### src/rtl/ctsc_pkg.sv
// Package for coordinate_to_servo_compare: widths, constants, register codes,
// the arctangent table and the result type. No dependencies.
package ctsc_pkg;

  localparam int COORD_BITS_DEF    = 12;
  localparam int CORDIC_STAGES_DEF = 16;
  localparam int ATAN_LEN          = 24;

  localparam int OFFSET_W = 8;
  localparam int BASE_W   = 12;
  localparam int GAIN_W   = 16;
  localparam int FRAC_W   = 16;
  localparam int ATAN_W   = 17;
  localparam int ZW       = 19;
  localparam int CMP_W    = 13;
  localparam int OUT_DW   = 16;
  localparam int SCALE_W  = 28;

  localparam logic [SCALE_W-1:0] ANGLE_SCALE = 28'd125164540;
  localparam logic [CMP_W-1:0]   COMPARE_MAX = 13'd8191;

  localparam int CFG_AW = 5;
  localparam int CFG_DW = 32;

  localparam logic [2:0] REG_X_OFFSET = 3'd0;
  localparam logic [2:0] REG_Y_OFFSET = 3'd1;
  localparam logic [2:0] REG_BASELINE = 3'd2;
  localparam logic [2:0] REG_X_GAIN   = 3'd3;
  localparam logic [2:0] REG_Y_GAIN   = 3'd4;

  localparam logic [OFFSET_W-1:0] X_OFFSET_RST = 8'd28;
  localparam logic [OFFSET_W-1:0] Y_OFFSET_RST = 8'd30;
  localparam logic [BASE_W-1:0]   BASELINE_RST = 12'd1000;
  localparam logic [GAIN_W-1:0]   X_GAIN_RST   = 16'd6554;
  localparam logic [GAIN_W-1:0]   Y_GAIN_RST   = 16'd3932;

  typedef struct packed {
    logic [CMP_W-1:0] value;
    logic             clamped;
  } result_t;

  function automatic logic [ATAN_W-1:0] atan_q16(input int idx);
    logic [ATAN_W-1:0] t;
    case (idx)
      0:       t = 17'd51472;
      1:       t = 17'd30386;
      2:       t = 17'd16055;
      3:       t = 17'd8150;
      4:       t = 17'd4091;
      5:       t = 17'd2047;
      6:       t = 17'd1024;
      7:       t = 17'd512;
      8:       t = 17'd256;
      9:       t = 17'd128;
      10:      t = 17'd64;
      11:      t = 17'd32;
      12:      t = 17'd16;
      13:      t = 17'd8;
      14:      t = 17'd4;
      15:      t = 17'd2;
      16:      t = 17'd1;
      default: t = 17'd0;
    endcase
    return t;
  endfunction

endpackage

### src/rtl/ctsc_scale.sv
// Angle difference, count scaling, gain correction, rounding and clamp.
// Two register stages then the final result logic. Depends on ctsc_pkg.
module ctsc_scale #(
  parameter int DW = 12
) (
  input  logic                           clk,
  input  logic                           rst_n,
  input  logic                           en,
  input  logic                           in_v,
  input  logic signed [ctsc_pkg::ZW-1:0] za,
  input  logic signed [ctsc_pkg::ZW-1:0] zb,
  input  logic [DW-1:0]                  coord,
  input  logic [ctsc_pkg::GAIN_W-1:0]    gain,
  output logic                           res_v,
  output ctsc_pkg::result_t              res
);

  localparam int AW  = ctsc_pkg::ZW + 1;
  localparam int DGW = DW + ctsc_pkg::GAIN_W;
  localparam int PW  = AW + ctsc_pkg::SCALE_W;
  localparam int CW  = PW - ctsc_pkg::FRAC_W;
  localparam int RW  = ((CW > DGW) ? CW : DGW) + 2;
  localparam int QW  = RW - ctsc_pkg::FRAC_W;

  localparam logic signed [ctsc_pkg::SCALE_W-1:0] SCALE_S = ctsc_pkg::ANGLE_SCALE;
  localparam logic signed [RW-1:0] HALF = RW'(1) <<< (ctsc_pkg::FRAC_W - 1);

  logic                  a_v_r, b_v_r;
  logic signed [AW-1:0]  ang_r;
  logic [DGW-1:0]        dga_r, dgb_r;
  logic signed [PW-1:0]  prod_r;

  logic signed [RW-1:0]  res_full;
  logic signed [RW-1:0]  rnd;
  logic [QW-1:0]         q;

  always_ff @(posedge clk) begin
    if (!rst_n) begin
      a_v_r <= 1'b0;
      b_v_r <= 1'b0;
    end else if (en) begin
      a_v_r <= in_v;
      b_v_r <= a_v_r;
    end
  end

  always_ff @(posedge clk) begin
    if (en) begin
      ang_r  <= AW'(za) - AW'(zb);
      dga_r  <= DGW'(coord) * DGW'(gain);
      prod_r <= PW'(ang_r) * PW'(SCALE_S);
      dgb_r  <= dga_r;
    end
  end

  always_comb begin
    res_full = {{(RW-CW){prod_r[PW-1]}}, prod_r[PW-1:ctsc_pkg::FRAC_W]}
             - {{(RW-DGW){1'b0}}, dgb_r};
    rnd      = res_full + HALF;
    q        = rnd[RW-1:ctsc_pkg::FRAC_W];
    if (res_full[RW-1]) begin
      res.value   = '0;
      res.clamped = 1'b1;
    end else if (q > QW'(ctsc_pkg::COMPARE_MAX)) begin
      res.value   = ctsc_pkg::COMPARE_MAX;
      res.clamped = 1'b0;
    end else begin
      res.value   = q[ctsc_pkg::CMP_W-1:0];
      res.clamped = 1'b0;
    end
  end

  assign res_v = b_v_r;

endmodule

### config.mk
export PLATFORM = sky130hd
export DESIGN_NAME = ctsc_scale
export DESIGN_NICKNAME = d
export VERILOG_FILES = /design/src/rtl/ctsc_pkg.sv /design/src/rtl/ctsc_scale.sv
export SDC_FILE = /design/constraint.sdc
export NUM_CORES = 1
export LEC_CHECK = 0
export BUFFER_PORTS_ARGS = -buffer_cell sky130_fd_sc_hd__buf_2
export CORE_ASPECT_RATIO = 1.4
export CORE_MARGIN = 2
export CORE_UTILIZATION = 40
export DETAILED_ROUTE_END_ITERATION = 12
export REMOVE_ABC_BUFFERS = 1
export SLEW_MARGIN = 20
export SYNTH_ARGS = -nofsm -noshare
export SYNTH_HDL_FRONTEND = slang
export SYNTH_SLANG_ARGS = --single-unit
### constraint.sdc
create_clock -name clk -period 7.2 [get_ports clk]
set_clock_uncertainty 0.15 [all_clocks]
set_input_delay 1.08 -clock clk [delete_from_list [all_inputs] [get_ports clk]]
set_output_delay 1.08 -clock clk [all_outputs]
set_load 0.03 [all_outputs]
Word level (Yosys, flattened, before mapping)
Index checks and enable logic that the tools add are counted.
{ "word_totals": {"register_bits": 124, "input_bits": 70, "out_inout_bits": 15, "word_cells": 14} }
{ "classes": {"addsub": 3, "n_mul": 2, "n_lt_le_gt_ge": 1, "n_mux": 2} }
{ "op_table": {"columns": ["op", "count"], "rows": [
  ["20-bit by 26-bit multiplier with 46-bit output, second input constant", 1],
  ["33-bit by 17-bit adder with 34-bit output, second input constant", 1],
  ["32-bit by 29-bit subtractor with 33-bit output", 1],
  ["12-bit by 16-bit multiplier with 28-bit output", 1],
  ["14-bit two-way mux", 2],
  ["19-bit by 19-bit subtractor with 20-bit output", 1],
  ["18-bit by 13-bit > comparator with 1-bit output, second input constant", 1]
]} }

Depth between registers and ports, before layout
Gate-level depths: netlist of the first run.
{ "depth": {"depth_word": 5, "depth_mapped": 26, "ltp_nobuf": 26} }

Least setup slack after synthesis of the first run
Ideal clock, no wire load.
{ "synth_path": {"path_type": "register to register", "start": "reg ang_r[8]", "end": "reg prod_r[47] (data pin)", "setup_ns": 0.260, "arrival_ns": 6.724, "path_slack_ns": 0.067, "stages_incl_launch_ff": 24, "n_path_buf": 0, "period_less_slack_ns": 7.133, "cell_sequence": "edfxtp_1 -> fa_1 -> fa_1 -> fa_1 -> inv_1 -> fa_1 -> inv_1 -> fa_1 -> fa_1 -> inv_1 -> fa_1 -> inv_1 -> ha_1 -> a21o_1 -> a21o_1 -> a21o_1 -> a2bb2oi_1 -> a31oi_1 -> a211o_1 -> a221o_1 -> o211ai_1 -> o21ai_0 -> a21oi_1 -> xnor2_1"} }
{ "synth_between": {"elab_chain_cells": 1} }
{ "synth_rtl": {"columns": ["item", "line", "source"], "rows": [
  ["from (decl)", "ctsc_scale.sv:29", "logic signed [AW-1:0] ang_r;"],
  ["from (signal assigned)", "ctsc_scale.sv:49", "ang_r <= AW'(za) - AW'(zb);"],
  ["20-bit by 26-bit multiplier with 46-bit output", "ctsc_scale.sv:51", "prod_r <= PW'(ang_r) * PW'(SCALE_S);"],
  ["to (signal assigned)", "ctsc_scale.sv:51", null],
  ["to (decl)", "ctsc_scale.sv:31", "logic signed [PW-1:0] prod_r;"]
]} }
No other way between the ends.
A chain may end at the register's enable or synchronous reset.

Worst setup path in the final report of the first run
{ "layout_path": {"start": "reg ang_r[8]", "end": "reg prod_r[46] (data pin)"} }
Same word-level chain as after synthesis.

==> results of run 1 <==
-- cells in the mapped netlist (6+ instances only) --
master | number | share of area [%]
a211oi_1 | 11 | 0.39
a21o_1 | 30 | 1.1
a21oi_1 | 56 | 1.3
and2_1 | 59 | 1.7
and3_1 | 13 | 0.38
clkbuf_1 | 33 | 0.58
edfxtp_1 | 108 | 15
fa_1 | 367 | 34
ha_1 | 313 | 18
inv_1 | 477 | 8.4
nand2_1 | 184 | 3.2
nand2b_1 | 16 | 0.47
nand3_1 | 18 | 0.42
nand4_1 | 14 | 0.41
nor2_1 | 73 | 1.3
nor2b_1 | 19 | 0.56
nor3_1 | 31 | 0.73
o211ai_1 | 10 | 0.35
o21a_1 | 17 | 0.60
o21ai_0 | 49 | 1.2
o21ai_1 | 7 | 0.16
or2_2 | 6 | 0.18
xnor2_1 | 66 | 2.7
xor2_1 | 27 | 1.1
-- cell type report --
type | count | area [um^2] | share of cell area (%)
clock buffer | 10 | 229.0 | 0.9546
clock inverter | 6 | 77.57 | 0.3234
inverter | 477 | 1794 | 7.480
multi-input combinational | 1479 | 16310 | 68.01
sequential | 110 | 3283 | 13.69
tap | 714 | 893.4 | 3.724
timing repair buffer | 212 | 1395 | 5.816
-- how the worst min path moves through the flow --
stage / to / cells past startpoint / start / slack (ps)
after floorplan: dgb_r[0] / 0 / dga_r[0] / 250
final: dgb_r[7] / 0 / dga_r[7] / 270
after CTS: dgb_r[7] / 0 / dga_r[7] / 270
after global placement: dgb_r[25] / 0 / dga_r[25] / 250
after global routing: dgb_r[26] / 0 / dga_r[26] / 280
after detailed placement: dgb_r[13] / 0 / dga_r[13] / 250
-- sequential cells by signal, indices dropped and copies added, names as in the netlist --
| signal | cells |
|---|---|
| dga_r | 28 |
| dgb_r | 28 |
| ang_r | 20 |
| res_v | 1 |
| prod_r | 32 |
| a_v_r | 1 |
-- cell families after synthesis --
family                     synth area share [%]
muxes                                    0.2350
DFF                                       15.42
AOI/OAI and AO/OA                         8.278
buffers and inverters                     9.176
and+or+nand+nor                           10.06
xor gates and xnor gates                  3.901
adders and majority gates                 52.93
-- layout by cell type (no fill, tap or decap), types with 10 or more instances in the layout --
cell / instances
inv_1: 462
fa_1: 358
ha_1: 300
nand2_1: 184
buf_4: 126
edfxtp_1: 108
buf_2: 83
nor2_1: 71
xnor2_1: 64
and2_1: 59
a21oi_1: 53
o21ai_0: 47
a21o_1: 30
nor3_1: 29
xor2_1: 26
nor2b_1: 19
nand3_1: 17
o21a_1: 17
nand2b_1: 16
nand4_1: 14
inv_2: 14
and3_1: 13
a211oi_1: 10
o211ai_1: 10
-- per-stage QoR --
step,hold slack (ps),utilization (%),setup slack [ps]
6_report,270.3,45.32,223.7
5_1_grt,278.8,45.32,-23.18
4_1_cts,272.5,44.76,1.457
3_5_place_dp,254.5,44.13,-227.1
3_3_place_gp,251.0,44.13,-259.4
2_1_floorplan,250.3,-,66.57
-- layer usage --
metal	part of all wire, %	wire length [um]	global-route usage, %	up-vias
li1	-	-	-	7098
met1	39	19810	22.17	7516
met2	55	28370	38.12	230
met3	1.8	944	1.340	91
met4	4.5	2291	8.840	0
met5	0	0	0	-
-- worst reg2reg max path: cells and delay by family, from the launching register on --
kind | cells | cell delay, ps
compound gates | 7 | 1480
xor+xnor | 1 | 130
fa+ha+maj | 8 | 3760
buf+inv | 5 | 590
flops | 1 | 440
simple gates | 1 | 150
-- timing repair --
action / CTS / global route
pin swaps: 11 / 60
endpoints found under the setup margin: 7 / 8
resized for setup: 7 / 55
buffers inserted: 0 / 7
==> impl_metrics.tcl, run 1 <==
set metrics [dict create \
    critPathKind "flip-flop to flip-flop" \
    synth-seq-area-share_pct 15.42 \
    reg2reg_slack_ps 220 \
    cts_buffer_depth 2 \
    placed_cells_incl_taps 2985 \
    clk_pin_slew_ps 90 \
    port-buffer-count 84 \
    setup_tns_ps 0 \
    antenna_found_initial 0 \
    routed_wl_mm 51.42 \
    ys.flop_type "edfxtp_1" \
    min_path_type "flip-flop to flip-flop" \
    instances_no_fill 3008 \
    io_pins 85 \
    coreArea_um2 52930 \
    routabilityCongestion 0.9228 \
    drc 0 \
    path_buf_inv 5 \
    nets 3039 \
    grt_pass1_wl_mm 84.63 \
    endpoint_kind "flip-flop" \
    cts_sinks 110 \
    crit_start "ang_r[8]" \
    grt_pass1_vias 16430 \
    area_growth_pct 12.63 \
    layout-drive-gt1-share_pct 13.21 \
    hold_buffers 0 \
    period_share_pct 96.89 \
    cp.depth 22 \
    yosys_warnings 0 \
    outcome "finished, final reports clean" \
    maxCapViolations 0 \
    grt_remaining_overflow 0 \
    dpl_cell_area_um2 23360 \
    htreeDepth 3 \
    antenna_left 0 \
    max_stage_delay_ps 630 \
    fin_area_um2 23990 \
    root_buffer "clkbuf_16" \
    fp.dieH_um 277.0 \
    dpl.hpwl_mm 45.20 \
    ys_types 79 \
    num_vias 14940 \
    synthCells 2108 \
    dieArea_um2 55130 \
    clock_latency_ps 400 \
    max_freq_mhz 143.3 \
    r2r-end "prod_r[46]" \
    hold_violations 0 \
    startpoint_type "flip-flop" \
    ys_async_sr_fraction_pct 0 \
    path_max_fanout 4 \
    crit_path_top_delay_cell "fa_2" \
    r2r_cells 22 \
    final_max_slew_viol_count 0 \
    slew_headroom_pct 27.52 \
    avgSynthCellArea_um2 10.10 \
    first_pass_iters 5 \
    synth_area_um2 21300 \
    wl_per_cell_um 17.09 \
    fill_cells 5080 \
    synth-seq-cells 110 \
    cp.required_ps 7190 \
    synth-edff-count 108 \
    cts_tree "built" \
    worstPathArrival_ps 6960 \
    setup_viol 0 \
    grt_use_total_pct 19.89 \
    die_w_um 199.0 \
    r2r-start "ang_r[8]" \
    drtIter0Drc 583 \
    grt_max_degree 78 \
    crit_family "adder cells" \
    cts_buffers 9 \
    tightest_slew_ps 1078 \
    row_count 100 \
    diodes 0 \
    fin_crit_ps 6976 \
    initial_core_util_pct 40.24 \
    crit_end "prod_r[46]" \
    cp_cell_sequence "fa_2 -> buf_6 -> buf_4 -> clkinvlp_4 -> fa_2 -> inv_1 -> fa_1 -> fa_1 -> fa_1 -> fa_2 -> ha_1 -> ha_1 -> a21o_1 -> a21o_1 -> nor2_2 -> a31oi_4 -> a211o_1 -> a221o_1 -> o211ai_1 -> o21ai_1 -> buf_4 -> xor2_2" \
    viasPerCell 4.965 \
]
Power of run 1 is not shown: default switching activity piles up to over one toggle a cycle in this logic, so the estimate is an artifact.
==> inputs of run 2 (changes only) <==
Settings changed: CORE_ASPECT_RATIO 1.4 to 1.75, SLEW_MARGIN 20 to 15.
==> run 2 against run 1 <==
  * Critical path depth up 1
  * Cell count down 0.37%
  * Worst setup slack worse by 110 ps
  * Via count up 1.3%
  * Register-to-register slack worse by 110 ps
  * Die area about the same
  * Flip-flop and latch count unchanged
  * Cell area up 0.41%
  * Critical path type unchanged
  * Global-route usage up 1.5 points
==> impl_metrics.tcl, run 2 (same netlist as run 1, synthesis figures left out) <==
set metrics [dict create \
    outcome "finished, final reports clean" \
    die_w_um 178.4 \
    grt_remaining_overflow 0 \
    clk_pin_slew_ps 100 \
    cts_buffer_depth 2 \
    fin_crit_ps 7089 \
    rsz0062_at_grt "yes" \
    grt_max_degree 58 \
    hold_buffers 0 \
    maxCapViolations 0 \
    setup_tns_ps 0 \
    path_max_fanout 3 \
    htreeDepth 3 \
    use_met2_pct 43.40 \
    crit_path_top_delay_cell "fa_1" \
    gr-usage-met3_pct 1.336 \
    final_cell_mix "472 x inv_1, 357 x fa_1, 303 x ha_1" \
    routabilityCongestion 0.9324 \
    area_growth_pct 13.09 \
    diodes 0 \
    drtIter0Drc 501 \
    endpoint_kind "flip-flop" \
    fin_ws_ps 110.9 \
    num_vias 15130 \
    finish.utilization_pct 45.88 \
    slew_headroom_pct 35.37 \
    reg.largest.list "prod_r (32), dga_r (28), dgb_r (28)" \
    largest_reg_flops 32 \
    cts_buffers 9 \
    grt-busiest-layer "met2" \
    cts_sinks 110 \
    max_stage_delay_ps 620 \
    drc 0 \
    grt_use_total_pct 21.37 \
    crit_top_cell "fa_1" \
    wl_per_cell_um 18.49 \
    root_buffer "clkbuf_16" \
    startpoint_type "flip-flop" \
    critPathKind "flip-flop to flip-flop" \
    setup_viol 0 \
    antenna_found_initial 0 \
    antenna_left 0 \
    dp_slack_ps -260.0 \
    period_share_pct 98.46 \
    dpl.hpwl_mm 49.26 \
    grt_pass1_vias 16960 \
    crit_start "ang_r[13]" \
    layout-drive-gt1-share_pct 13.76 \
    min_path_type "flip-flop to flip-flop" \
    coreArea_um2 52500 \
    viasPerCell 5.048 \
    cts_tree "built" \
    first_pass_iters 5 \
    nets 3064 \
    crit_family "adder cells" \
    final_max_slew_viol_count 0 \
    r2r-start "ang_r[13]" \
    initial_core_util_pct 40.57 \
    min-delay-start "dga_r[20]" \
    clock_latency_ps 390 \
    dieArea_um2 55180 \
    cp_cell_sequence "fa_1 -> inv_2 -> buf_6 -> fa_1 -> fa_1 -> fa_1 -> fa_1 -> fa_1 -> inv_1 -> fa_1 -> inv_2 -> ha_4 -> o21a_1 -> nor3_2 -> o21ai_2 -> nand3_2 -> a31oi_4 -> a211o_1 -> a221o_1 -> o211ai_1 -> o21ai_1 -> buf_4 -> xor2_1" \
    layout_commonest_cell "inv_1" \
    routed_wl_mm 55.42 \
    top_register "prod_r" \
    cp.required_ps 7200 \
    row_count 111 \
    use_met1_pct 21.12 \
    tightest_slew_ps 959.4 \
    port-buffer-count 84 \
    grt_pass1_wl_mm 89.29 \
    max_freq_mhz 141.1 \
    worstPathArrival_ps 7090 \
    fp.dieH_um 309.3 \
    io_pins 85 \
    hold_violations 0 \
    path_buf_inv 5 \
]
-- run 2: cell count changes in the layout (fill, tap and decap cells not counted), moves of 3 or more --
cell,before,now
a21oi_1,53,50
buf_4,126,151
ha_1,300,303
ha_4,9,5
inv_1,462,472
inv_2,14,5
-- run 2: worst register-to-register path, delay by kind of cell, from the launching register on --
family	cells	cell delay, ps
xor gates and xnor gates	1	130
DFF	1	430
adders and majority gates	8	3920
and+or+nand+nor	2	290
buffers and inverters	5	500
AOI/OAI and AO/OA	7	1430
-- run 2: final cells by class --
| type | count | area [um^2] |
|---|---|---|
| multi-input cells | 1479 | 16270 |
| clock inverters | 7 | 76.32 |
| inverters | 477 | 1790 |
| fillers | 4981 | 28410 |
| repair buffers | 237 | 1592 |
| flip-flops and latches | 110 | 3283 |
| well taps | 678 | 848.3 |
| clock buffers | 9 | 225.2 |
-- run 2: through the flow --
step | cell area (um^2) | hold WS, ps | std cells
global placement | 23470 | 251.0 | 2970
global route | 24090 | 280.0 | 2997
floorplan | 21130 | 250.3 | 2066
CTS | 23870 | 274.9 | 2992
finish | 24090 | 267.6 | 2997
detailed placement | 23470 | 254.5 | 2970
-- run 2: timing repair --
| action | 4_1_cts | 5_1_grt |
|---|---|---|
| pin swaps | 12 | 42 |
| buffers inserted | 6 | 5 |
| resized for setup | 13 | 37 |
| endpoints found under the setup margin | 7 | 9 |
-- run 2: routing by layer --
metal,wire length [um],vias up,share of wire [%]
li1,-,7147,-
met1,18900,7657,34
met2,32480,221,59
met3,936,103,1.7
met4,3107,0,5.6
met5,0,-,0
-- run 2: final timing paths --
kind	to	slack [ps]	depth (start not counted)
setup / recovery	prod_r[46]	110	23
hold / removal	dgb_r[20]	270	0
setup reg to reg	prod_r[46]	110	23
hold reg to reg	dgb_r[20]	270	0
Power of run 2 is left out for the same reason.
