**src/rtl/ctsc_pkg.sv**
```systemverilog
// Package for coordinate_to_servo_compare: widths, constants, register codes,
// the arctangent table and the result type. No dependencies.
package ctsc_pkg;

  localparam int COORD_BITS_DEF    = 12;
  localparam int CORDIC_STAGES_DEF = 16;
  localparam int ATAN_LEN          = 24;

  localparam int OFFSET_W = 8;
  localparam int BASE_W   = 12;
  localparam int GAIN_W   = 16;
  localparam int FRAC_W   = 16;
  localparam int ATAN_W   = 17;
  localparam int ZW       = 19;
  localparam int CMP_W    = 13;
  localparam int OUT_DW   = 16;
  localparam int SCALE_W  = 28;

  localparam logic [SCALE_W-1:0] ANGLE_SCALE = 28'd125164540;
  localparam logic [CMP_W-1:0]   COMPARE_MAX = 13'd8191;

  localparam int CFG_AW = 5;
  localparam int CFG_DW = 32;

  localparam logic [2:0] REG_X_OFFSET = 3'd0;
  localparam logic [2:0] REG_Y_OFFSET = 3'd1;
  localparam logic [2:0] REG_BASELINE = 3'd2;
  localparam logic [2:0] REG_X_GAIN   = 3'd3;
  localparam logic [2:0] REG_Y_GAIN   = 3'd4;

  localparam logic [OFFSET_W-1:0] X_OFFSET_RST = 8'd28;
  localparam logic [OFFSET_W-1:0] Y_OFFSET_RST = 8'd30;
  localparam logic [BASE_W-1:0]   BASELINE_RST = 12'd1000;
  localparam logic [GAIN_W-1:0]   X_GAIN_RST   = 16'd6554;
  localparam logic [GAIN_W-1:0]   Y_GAIN_RST   = 16'd3932;

  typedef struct packed {
    logic [CMP_W-1:0] value;
    logic             clamped;
  } result_t;

  function automatic logic [ATAN_W-1:0] atan_q16(input int idx);
    logic [ATAN_W-1:0] t;
    case (idx)
      0:       t = 17'd51472;
      1:       t = 17'd30386;
      2:       t = 17'd16055;
      3:       t = 17'd8150;
      4:       t = 17'd4091;
      5:       t = 17'd2047;
      6:       t = 17'd1024;
      7:       t = 17'd512;
      8:       t = 17'd256;
      9:       t = 17'd128;
      10:      t = 17'd64;
      11:      t = 17'd32;
      12:      t = 17'd16;
      13:      t = 17'd8;
      14:      t = 17'd4;
      15:      t = 17'd2;
      16:      t = 17'd1;
      default: t = 17'd0;
    endcase
    return t;
  endfunction

endpackage

```
**src/rtl/ctsc_out_buf.sv**
```systemverilog
// Output register with a skid entry; stalls the pipeline only when both are full.
// Depends on ctsc_pkg.
module ctsc_out_buf (
  input  logic              clk,
  input  logic              rst_n,
  input  logic              in_v,
  input  ctsc_pkg::result_t in_res,
  output logic              en,
  output logic              out_v,
  input  logic              out_rdy,
  output ctsc_pkg::result_t out_res
);

  logic              out_v_r, skid_v_r;
  ctsc_pkg::result_t out_r, skid_r;

  assign en      = !skid_v_r;
  assign out_v   = out_v_r;
  assign out_res = out_r;

  always_ff @(posedge clk) begin
    if (!rst_n) begin
      out_v_r  <= 1'b0;
      skid_v_r <= 1'b0;
    end else if (in_v && en) begin
      if (!out_v_r || out_rdy) begin
        out_v_r <= 1'b1;
      end else begin
        skid_v_r <= 1'b1;
      end
    end else if (skid_v_r && out_rdy) begin
      skid_v_r <= 1'b0;
    end else if (out_rdy) begin
      out_v_r <= 1'b0;
    end
  end

  always_ff @(posedge clk) begin
    if (in_v && en) begin
      if (!out_v_r || out_rdy) begin
        out_r <= in_res;
      end else begin
        skid_r <= in_res;
      end
    end else if (skid_v_r && out_rdy) begin
      out_r <= skid_r;
    end
  end

  a_skid_has_out: assert property (@(posedge clk) disable iff (!rst_n)
    skid_v_r |-> out_v_r)
    else $error("skid entry held without output word");

  a_skid_on_stall: assert property (@(posedge clk) disable iff (!rst_n)
    $rose(skid_v_r) |-> $past(out_v_r && !out_rdy))
    else $error("skid entry filled without output stall");

  a_clamp_zero: assert property (@(posedge clk) disable iff (!rst_n)
    (out_v_r && out_r.clamped) |-> (out_r.value == '0))
    else $error("clamped word with nonzero value");

endmodule

```
**config.mk**
```make
export PLATFORM = sky130hd
export DESIGN_NAME = ctsc_out_buf
export DESIGN_NICKNAME = d
export VERILOG_FILES = /design/src/rtl/ctsc_pkg.sv /design/src/rtl/ctsc_out_buf.sv
export SDC_FILE = /design/constraint.sdc
export NUM_CORES = 1
export LEC_CHECK = 0
export BUFFER_PORTS_ARGS = -buffer_cell sky130_fd_sc_hd__buf_2
export CAP_MARGIN = 20
export CORE_MARGIN = 4
export CORE_UTILIZATION = 45
export DETAILED_ROUTE_END_ITERATION = 12
export PLACE_DENSITY = 0.7
export SYNTH_ARGS = -nofsm -noshare
export SYNTH_HDL_FRONTEND = slang
export SYNTH_SLANG_ARGS = --single-unit
```
**constraint.sdc**
```tcl
create_clock -name clk -period 7.16 [get_ports clk]
set_input_delay 0.358 -clock clk [delete_from_list [all_inputs] [get_ports clk]]
set_output_delay 0.358 -clock clk [all_outputs]
set_load 0.01 [all_outputs]
```
======== After elaboration in Yosys (flattened, before gate mapping) ========
Index checks and enable logic that the tools add are counted.
cells by class
  eq/ne operators ......................... 3
  multiplexer cells ....................... 10
  bitwise gates (word level) .............. 1
  reductions and logical operators ........ 11
operator list
  operator              number
  $mux W14              3
  $mux W1               7
  $reduce_and A2 Y1     3
  $ne A2 B2 Y1 const B  2
  $reduce_bool A2 Y1    2
  $reduce_and A3 Y1     1
  $logic_and A1 B1 Y1   2
  $logic_not A1 Y1      2
  $ne A2 B1 Y1 const B  1
  $logic_or A1 B1 Y1    1
  $not A1 Y1            1
word-level totals
  register bits ........................... 30
  bits of input ports ..................... 18
  output and inout port bits .............. 16

======== Logic depth before layout (Yosys ltp) ========
Gate-level depths: netlist (run 1).
  depth after elaboration ................. 4
  mapped depth ............................ 4
  gate-level depth less buffers ........... 2

======== Worst setup path after synthesis (run 1) ========
No wires, ideal clock.
  path kind ............................... reg2reg
  start ................................... reg skid_v_r
  end ..................................... reg skid_r[0] (netlist bit) (enable)
  arrival time ............................ 1834 ps
  data required time ...................... 6754 ps
  setup slack ............................. 4920 ps
  stages on the path, launching flop included .. 5
  path buffers ............................ 2
  period minus slack after synthesis ...... 2240 ps
  path through ............................ dfxtp_1 -> nand2b_4 -> buf_6 -> buf_12 -> nor3b_1
on the way
  word-level cells in the longest chain between the ends .. 3
RTL lines
  what                                RTL line            RTL
  from (decl)                         ctsc_out_buf.sv:14  logic out_v_r, skid_v_r;
  from (signal assigned)              ctsc_out_buf.sv:24  skid_v_r <= 1'b0;
  from (signal assigned)              ctsc_out_buf.sv:29  skid_v_r <= 1'b1;
  from (signal assigned)              ctsc_out_buf.sv:32  skid_v_r <= 1'b0;
  $logic_not A1 Y1                    ctsc_out_buf.sv:17  assign en = !skid_v_r;
  $logic_and A1 B1 Y1                 ctsc_out_buf.sv:39  if (in_v && en) begin
  $reduce_and A2 Y1 (no source line)  --
  to (signal assigned)                ctsc_out_buf.sv:43  skid_r <= in_res;
  to (decl)                           ctsc_out_buf.sv:15  ctsc_pkg::result_t out_r, skid_r;
Every way passes these cells.
A chain may end at the register's enable or synchronous reset.

======== Worst setup path after layout (run 1) ========
Same ends and word-level chain as after synthesis.

==> metrics.cfg, run 1 <==
[timing]
fin_skew_ps = 4.37
period_share = 0.207
tns_ps = 0
finalHoldViolCount = 0
period_minus_slack_ps = 1480
setup_viol = 0
slew_headroom = 0.769
slew_viol_final = 0
fmax_ghz = 0.675
rsz0062_at_grt = false
worst_pin_slew_ps = 346

[drt]
drc_errors = 0
first_pass_iters = 2
wirelength_um = 1770
drt-initial-drc-count = 10
ant_nets = 0
vias = 607
vias_per_cell = 4.82
wl_per_cell_um = 14.1

[clock_tree]
htree_levels = 2
path_clk_slew_ps = 80
postCtsHoldBufs = 0
cts.repair.resized = 0
cts_tree = yes
cts.sinks = 30
clk_latency_ps = 310
tritoncts.num_buffers = 5
cts_setup_buffers = 0
cts_root_buf = clkbuf_4
cts.path.max_buffers = 2

[logic_synthesis]
syn_inst = 57
ys_seq_elements = 30
synth_top_area_share = 0.718
avgSynthCellArea_sq_um = 20.5
yosys.area_share.simple = 0.0363
yosysTopAreaCell = edfxtp_1
synth_area_sq_um = 1170
synth_warnings = 0
synthXorXnorAreaFrac = 0
ys_seq_area_frac = 0.752
synth.mux.area_fraction = 0.160
synth_top_family_by_area = multiplexers
synth.area.top_cells = edfxtp_1, mux2_4, mux2_2
synth.net_count = 75
synth.distinct_cells = 16
synth-compound-area-share = 0.0182
synth_adder_area_share = 0

[power]
p_leak_nw = 0.556
powerDensity_nw_per_um2 = 231
irDropWorstVdd_mv = 0.131

[setup_path]
cp_max_fo = 16
rrSetupSlack_ps = 5680
r2r-end = skid_r[0]$_DFFE_PP_
reg2reg_depth = 3
crit_type = reg -> reg
end_kind = flop
rr_startpoint = skid_v_r$_SDFFE_PN0P_
crit_slowest_cell = dfxtp_1
start_kind = flop
cp.required_ps = 7180
crit_chain = nand2b_4 -> nor3b_2 -> buf_6
cpPeakStageDelay_ps = 360
arrival_ps = 1500

[layout]
final_core_util = 0.567
area_delta_synth_final_pct = 19.9
drive_gt1_frac = 0.594
nets = 114
postLayoutCellArea_sq_um = 1400
antenna_cells = 0

[floorplan]
die-area_sq_um = 3480
std_cell_rows = 18
die_h_um = 59.0
top_level_ports = 34
die_w_um = 59.0
core_area_sq_um = 2480
start_util = 0.473

[global_routing]
grt_usage = 0.114
grt_pass1_wl_um = 2750
grt_max_degree = 17
grt_pass1_vias = 585
overflow = 0
antenna_found_initial = 0

[job]
max_cap_viol_count = 0

[placement]
numPortBuffers = 33
hpwl_um = 1230
place.gp.congestion = 0.623
placed_area_sq_um = 1350

[min_path]
min_from = in_res[11]
hp-class = in -> reg
min_path_cells = 1
hold-path-endpoint = skid_r[11]$_DFFE_PP_

[run_status]
status = completed

==> cell usage in the layout, fill, tap and decap left out <==
master	netlist	layout
a21oi_1	1	1
and2b_2	1	1
buf_2	0	33
buf_6	1	1
clkbuf_1	0	2
clkbuf_4	0	5
dfxtp_1	2	2
edfxtp_1	28	28
inv_1	2	2
mux2_2	6	6
mux2_4	8	8
nand2_1	1	1
nand2b_4	1	1
nor2_1	1	1
nor3_1	1	1
nor3b_2	0	1
o22a_2	1	1
o22ai_1	1	1
==> sequential cells by signal (all words and copies together), names as in the netlist <==
signal / cells
out_res: 14
skid_v_r: 1
skid_r: 14
out_v: 1
==> cells in the mapped netlist, drive strengths merged <==
cell type	instances
nand2	1
and2b	1
inv	2
edfxtp	28
nor3	1
nor3b	1
buf	2
mux2	14
nor2	1
a21oi	1
o22a	1
nand2b	1
o22ai	1
dfxtp	2
==> cell type report <==
type / instances / area [sq um]
clock buffer: 7 / 45.0
fill: 215 / 1070
inverter: 2 / 7.51
multi-input combinational: 23 / 256
sequential: 30 / 881
tap: 30 / 37.5
timing repair buffer: 34 / 176
==> kinds of logic after synthesis <==
logic type | Yosys count
simple gates | 6
compound gates | 3
flops | 30
mux | 14
buf+inv | 4
==> per-layer routing <==
metal,track usage,vias up,share of wire
met3,0.0588,6,0.081
met5,0,-,0
li1,-,295,-
met1,0.131,282,0.44
met2,0.166,24,0.45
met4,0.0777,0,0.031
==> stage by stage <==
step                      total power [mW]  hold slack (ps)  worst slack [ps]  cells
after CTS                            0.330              211              5230    125
final                                0.324              233              5680    126
after detailed placement             0.243              498              5190    118
after global routing                 0.342              201              5620    126
after floorplan                      0.230              436              4920     57
after global placement               0.242              482              5270    118
==> worst max path at each step <==
stage               cells past startpoint                   from                  end
floorplan                               4  skid_v_r$_SDFFE_PN0P_  skid_r[0]$_DFFE_PP_
detailed placement                      3                   in_v  skid_r[3]$_DFFE_PP_
global placement                        3                   in_v  skid_r[2]$_DFFE_PP_
CTS                                     2  skid_v_r$_SDFFE_PN0P_  skid_r[5]$_DFFE_PP_
global route                            3  skid_v_r$_SDFFE_PN0P_  skid_r[3]$_DFFE_PP_
finish                                  3  skid_v_r$_SDFFE_PN0P_  skid_r[0]$_DFFE_PP_
==> critical path: cells and delay by family, from the launching register on <==
kind	cells	cell delay (ps)
buffers and inverters	1	220
DFF	1	360
and+or+nand+nor	2	620
==> power breakdown <==
group	switching, mW	internal [mW]	total [mW]	leakage [nW]
clock	0.0488	0.0369	0.0857	0.0254
combinational	0.0167	0.0171	0.0337	0.251
sequential	0.00233	0.202	0.204	0.279
No activity file was read; power rests on OpenSTA's default activity.
==> inputs of run 2 (changes only) <==
- ABC_AREA: not set -> 1
- CORE_UTILIZATION: 45 -> 44
- PLACE_DENSITY: 0.7 -> 0.71
- clock period: 7.16 -> 1.25 ns (I/O delays scaled with it)
==> run 2 against run 1 <==
- worst setup slack got worse by 5600 ps
- maximum frequency increased by 26%
- via count increased by 41%
- global-route usage increased by 4.1 points
- die area increased by 0.46%
- cell count increased by 44%
- clock power increased to 6.2 times the previous value
- critical path depth increased by 2
- wire length increased by 34%
- non-clock buffer count increased by 18
- area after synthesis decreased by 1.7%
- clock skew about the same
- critical path type unchanged
- critical endpoint is now out_res[13]$_DFFE_PP_
==> metrics.cfg, run 2 <==
[timing]
period_minus_slack_ps = 1180
slew_headroom = 0.888
worst_pin_slew_ps = 168
tns_ps = 0
fin_ws_ps = 73.5
period_share = 0.941
hold_slack_ps = 74.4
fin_skew_ps = 4.73
setup_viol = 0
rsz0062_at_grt = false
fmax_ghz = 0.850
slew_viol_final = 0
finalHoldViolCount = 0

[power]
p_seq_frac = 0.597
intPower_mw = 1.49
p_leak_nw = 0.706
share_clk_of_total_power = 0.272
comb_power_share = 0.131
p_total_mw = 1.97
irDropWorstVdd_mv = 0.906
switchingPower_mw = 0.475
swShare = 0.242
powerDensity_nw_per_um2 = 1220

[setup_path]
rrSetupSlack_ps = 70
r2r-end = out_res[13]$_DFFE_PP_
reg2reg_depth = 5
crit_type = reg -> reg
cp.required_ps = 1300
cp_max_fo = 14
start_kind = flop
end_kind = flop
cp-startpoint = out_v$_SDFFE_PN0P_
arrival_ps = 1230
rr_startpoint = out_v$_SDFFE_PN0P_
crit_path_end = out_res[13]$_DFFE_PP_

[global_routing]
grt_pass1_wl_um = 3640
grt_max_degree = 15
grt_pass1_vias = 819
antenna_found_initial = 0
grt_usage = 0.156
overflow = 0

[run_status]
status = completed

[logic_synthesis]
ys_seq_elements = 30
synth-edff-count = 28
synth_area_sq_um = 1150
yosysMostFrequentCell = nand2_1
syn_inst = 92
yosysTopAreaCell = edfxtp_1
synth_top_area_share = 0.730
synth.distinct_cells = 13
synth_warnings = 0
synthTopCellsByCount = nand2_1, edfxtp_1, inv_1
synth.area.top_cells = edfxtp_1, nand2_1, dfxtp_1
ys_seq_area_frac = 0.765
synth-main-ff-cell = edfxtp_1
avgSynthCellArea_sq_um = 12.5
synthArstFlopShare = 0
synth.net_count = 110

[layout]
multi_input_area_sq_um = 240
fillers = 210
drive_gt1_frac = 0.364
layout_commonest_cell = nand2_1
final_cell_mix = nand2_1, buf_2, edfxtp_1, dlygate4sd3_1, clkbuf_4
antenna_cells = 0
nets = 168
area_delta_synth_final_pct = 40.2
regArea_sq_um = 886
final_core_util = 0.652
postLayoutCellArea_sq_um = 1610
layout.cells.non_filler = 181

[clock_tree]
tritoncts.num_buffers = 5
cts.path.max_buffers = 2
path_clk_slew_ps = 90
cts.sinks = 30
cts_tree = yes
cts_root_buf = clkbuf_4
htree_levels = 2
clk_latency_ps = 330

[placement]
hpwl_um = 1550
numPortBuffers = 33
place.gp.congestion = 0.711
dp_cells = 157
pre_cts_ws_ps = 38.6
placed_area_sq_um = 1400

[floorplan]
std_cell_rows = 18
die_h_um = 59.2
top_level_ports = 34
core_area_sq_um = 2480
start_util = 0.465
die_w_um = 59.2
die-area_sq_um = 3500

[drt]
wirelength_um = 2380
vias_per_cell = 4.72
first_pass_iters = 4
wl_per_cell_um = 13.1
drc_errors = 0
ant_nets = 0
vias = 854
drt-initial-drc-count = 24

[min_path]
min_from = out_rdy
hp-class = in -> reg

[job]
max_cap_viol_count = 0

==> run 2: cell types whose count changed in the layout (fill, tap and decap cells not counted), moves of 3 or more <==
cell           change
mux2_4             -8
buf_4              +3
dlygate4sd3_1     +15
mux2_2             -6
nand2_1           +44
==> run 2: worst max-delay path, cell delays in order (launching register included) <==
cell and delay (ps):
dfxtp_2 340, inv_1 60, nor2_2 40, buf_4 130, o22ai_4 150, buf_12 170
==> run 2: cell families (layout without fill, tap and decap cells) <==
group,count (synthesis),in the layout,synth area share
buf+inv,9,68,0.0424
simple gates,51,51,0.183
flops,30,30,0.765
compound gates,2,2,0.00978
==> run 2: cell type report <==
cell class	count	area share
Tap cell	30	0.0233
Timing Repair inverter	1	0.00465
Clock buffer	6	0.0256
Clock inverter	2	0.00543
Timing Repair Buffer	52	0.222
Multi-Input combinational cell	53	0.149
Sequential cell	30	0.549
Inverter	7	0.0217
==> run 2: how the worst min path moves through the flow <==
stage          slack, ps                     to  depth (start not counted)
6_report              70  skid_v_r$_SDFFE_PN0P_                          4
5_1_grt               90  skid_v_r$_SDFFE_PN0P_                          4
2_1_floorplan        160     out_v$_SDFFE_PN0P_                          2
3_5_place_dp         260    skid_r[0]$_DFFE_PP_                          1
4_1_cts               60  skid_v_r$_SDFFE_PN0P_                          4
3_3_place_gp         260    skid_r[1]$_DFFE_PP_                          1
==> run 2: what timing repair did <==
action,in CTS,in global routing
hold endpoints to repair,23,0
hold buffers,15,0
gates resized for setup,0,3
setup endpoints to repair,0,18
buffers inserted,0,0
==> run 2: layer usage <==
| metal | vias up | share of wire | track usage |
|---|---|---|---|
| li1 | 416 | - | - |
| met1 | 389 | 0.34 | 0.150 |
| met2 | 44 | 0.55 | 0.270 |
| met3 | 5 | 0.085 | 0.0741 |
| met4 | 0 | 0.022 | 0.0874 |
| met5 | - | 0 | 0 |
==> run 2: power by group through the flow <==
stage | Combinational, mW | Sequential [mW] | Clock (mW)
floorplan | 0.0886 | 1.22 | 0
global placement | 0.210 | 1.19 | 0
detailed placement | 0.220 | 1.20 | 0
CTS | 0.256 | 1.17 | 0.559
global route | 0.281 | 1.18 | 0.604
finish | 0.257 | 1.17 | 0.535
==> inputs of run 3 (changes only) <==
- CELL_PAD_IN_SITES_DETAIL_PLACEMENT: not set -> 1
- CELL_PAD_IN_SITES_GLOBAL_PLACEMENT: not set -> 2
- CORE_UTILIZATION: 44 -> 34
- PLACE_DENSITY: 0.71 -> 0.8
- SLEW_MARGIN: not set -> 20
- clock period: 1.25 -> 1.4 ns (I/O delays scaled with it)
==> run 3 against run 2 <==
- critical path depth unchanged
- combinational power fell by 12%
- non-clock buffer count up 2
- sequential power fell by 10%
- global-route usage shrank 2.8 points
- die area up 25%
- first-iteration DRC count down 8.3%
- worst hold slack improved by 20 ps
- largest cell class unchanged
- highest routed layer unchanged
==> metrics.cfg, run 3 (same netlist as run 2, synthesis figures left out) <==
[run_status]
status = completed

[setup_path]
crit_chain = inv_1 -> nor2_1 -> nand2_1 -> inv_1 -> buf_4
cp.required_ps = 1420
crit_slowest_cell = dfxtp_1
arrival_ps = 1250
start_kind = flop
end_kind = flop
cp_common_cell = inv_1
crit_type = reg -> reg
cp_max_fo = 10
cpPeakStageDelay_ps = 380

[global_routing]
grt_pass1_wl_um = 3990
antenna_found_initial = 0
grt_usage = 0.127
overflow = 0
grt_max_degree = 15
grt_pass1_vias = 909

[placement]
hpwl_um = 1690
numPortBuffers = 33
place.gp.congestion = 0.799
placed_area_sq_um = 1420

[clock_tree]
cts.sinks = 30
htree_levels = 2
cts_tree = yes
tritoncts.num_buffers = 5
path_clk_slew_ps = 90
clk_latency_ps = 320
cts.repair.resized = 0
cts_root_buf = clkbuf_4
cts.path.max_buffers = 2

[timing]
slew_headroom = 0.856
period_share = 0.879
fmax_ghz = 0.812
tns_ps = 0
slew_viol_final = 0
fin_skew_ps = 10.0
rsz0062_at_grt = false
worst_pin_slew_ps = 216
period_minus_slack_ps = 1230
setup_viol = 0
finalHoldViolCount = 0

[drt]
drt-initial-drc-count = 22
ant_nets = 0
wirelength_um = 2430
wl_per_cell_um = 12.5
first_pass_iters = 2
vias = 846
vias_per_cell = 4.36
drc_errors = 0

[floorplan]
top_level_ports = 34
die_h_um = 66.2
core_area_sq_um = 3150
start_util = 0.365
die-area_sq_um = 4380
std_cell_rows = 20
die_w_um = 66.2

[layout]
area_delta_synth_final_pct = 40.0
drive_gt1_frac = 0.333
nets = 169
layout_commonest_cell = nand2_1
antenna_cells = 0
final_core_util = 0.511
postLayoutCellArea_sq_um = 1610
final_cell_mix = nand2_1, buf_2, edfxtp_1, dlygate4sd3_1

[min_path]
hp-class = in -> reg

[power]
powerDensity_nw_per_um2 = 1060
p_total_mw = 1.70
p_leak_nw = 0.718
irDropWorstVdd_mv = 0.546

[job]
max_cap_viol_count = 0

==> run 3: critical path: cells and delay by family (launching register included) <==
| kind | cells | cell delay [ps] |
|---|---|---|
| flops | 1 | 380 |
| buf+inv | 3 | 310 |
| simple gates | 2 | 230 |
==> run 3: power breakdown <==
part / total (mW) / switching [mW] / internal, mW
clock: 0.427 / 0.256 / 0.171
combinational: 0.227 / 0.119 / 0.109
sequential: 1.05 / 0.0128 / 1.04
==> run 3: worst paths after layout <==
kind / startpoint / end / slack, ps / depth (start not counted)
worst max-delay path: out_v$_SDFFE_PN0P_ / skid_r[5]$_DFFE_PP_ / 170 / 5
worst min-delay path: out_rdy / skid_v_r$_SDFFE_PN0P_ / 90 / 4
worst max register to register: out_v$_SDFFE_PN0P_ / skid_r[5]$_DFFE_PP_ / 170 / 5
worst min register to register: skid_r[3]$_DFFE_PP_ / out_res[3]$_DFFE_PP_ / 520 / 2
==> run 3: repair_timing <==
item                                   4_1_cts  5_1_grt
hold buffers                                15        0
endpoints found under the hold margin       16        0
buffers inserted                             0        0
==> run 3: layout make-up <==
cell class / instances / area [sq um]
Inverter: 7 / 26.3
Fill cell: 357 / 1540
Multi-Input combinational cell: 53 / 235
Clock buffer: 5 / 37.5
Timing Repair Buffer: 54 / 373
Clock inverter: 1 / 3.75
Tap cell: 44 / 55.1
Sequential cell: 30 / 881
==> run 3: per-layer routing <==
layer / up-vias / track usage / wire length, um
met5: - / 0 / 0
met4: 0 / 0.0685 / 41
met3: 6 / 0.0425 / 142
met2: 25 / 0.237 / 1370
met1: 397 / 0.120 / 877
li1: 418 / - / -
==> run 3: stage by stage <==
step	instances	setup WS [ps]	hold slack, ps
3_5_place_dp	173	177	264
2_1_floorplan	92	25.7	168
4_1_cts	194	169	85.0
6_report	194	169	94.9
3_3_place_gp	173	253	262
5_1_grt	194	82.2	99.2
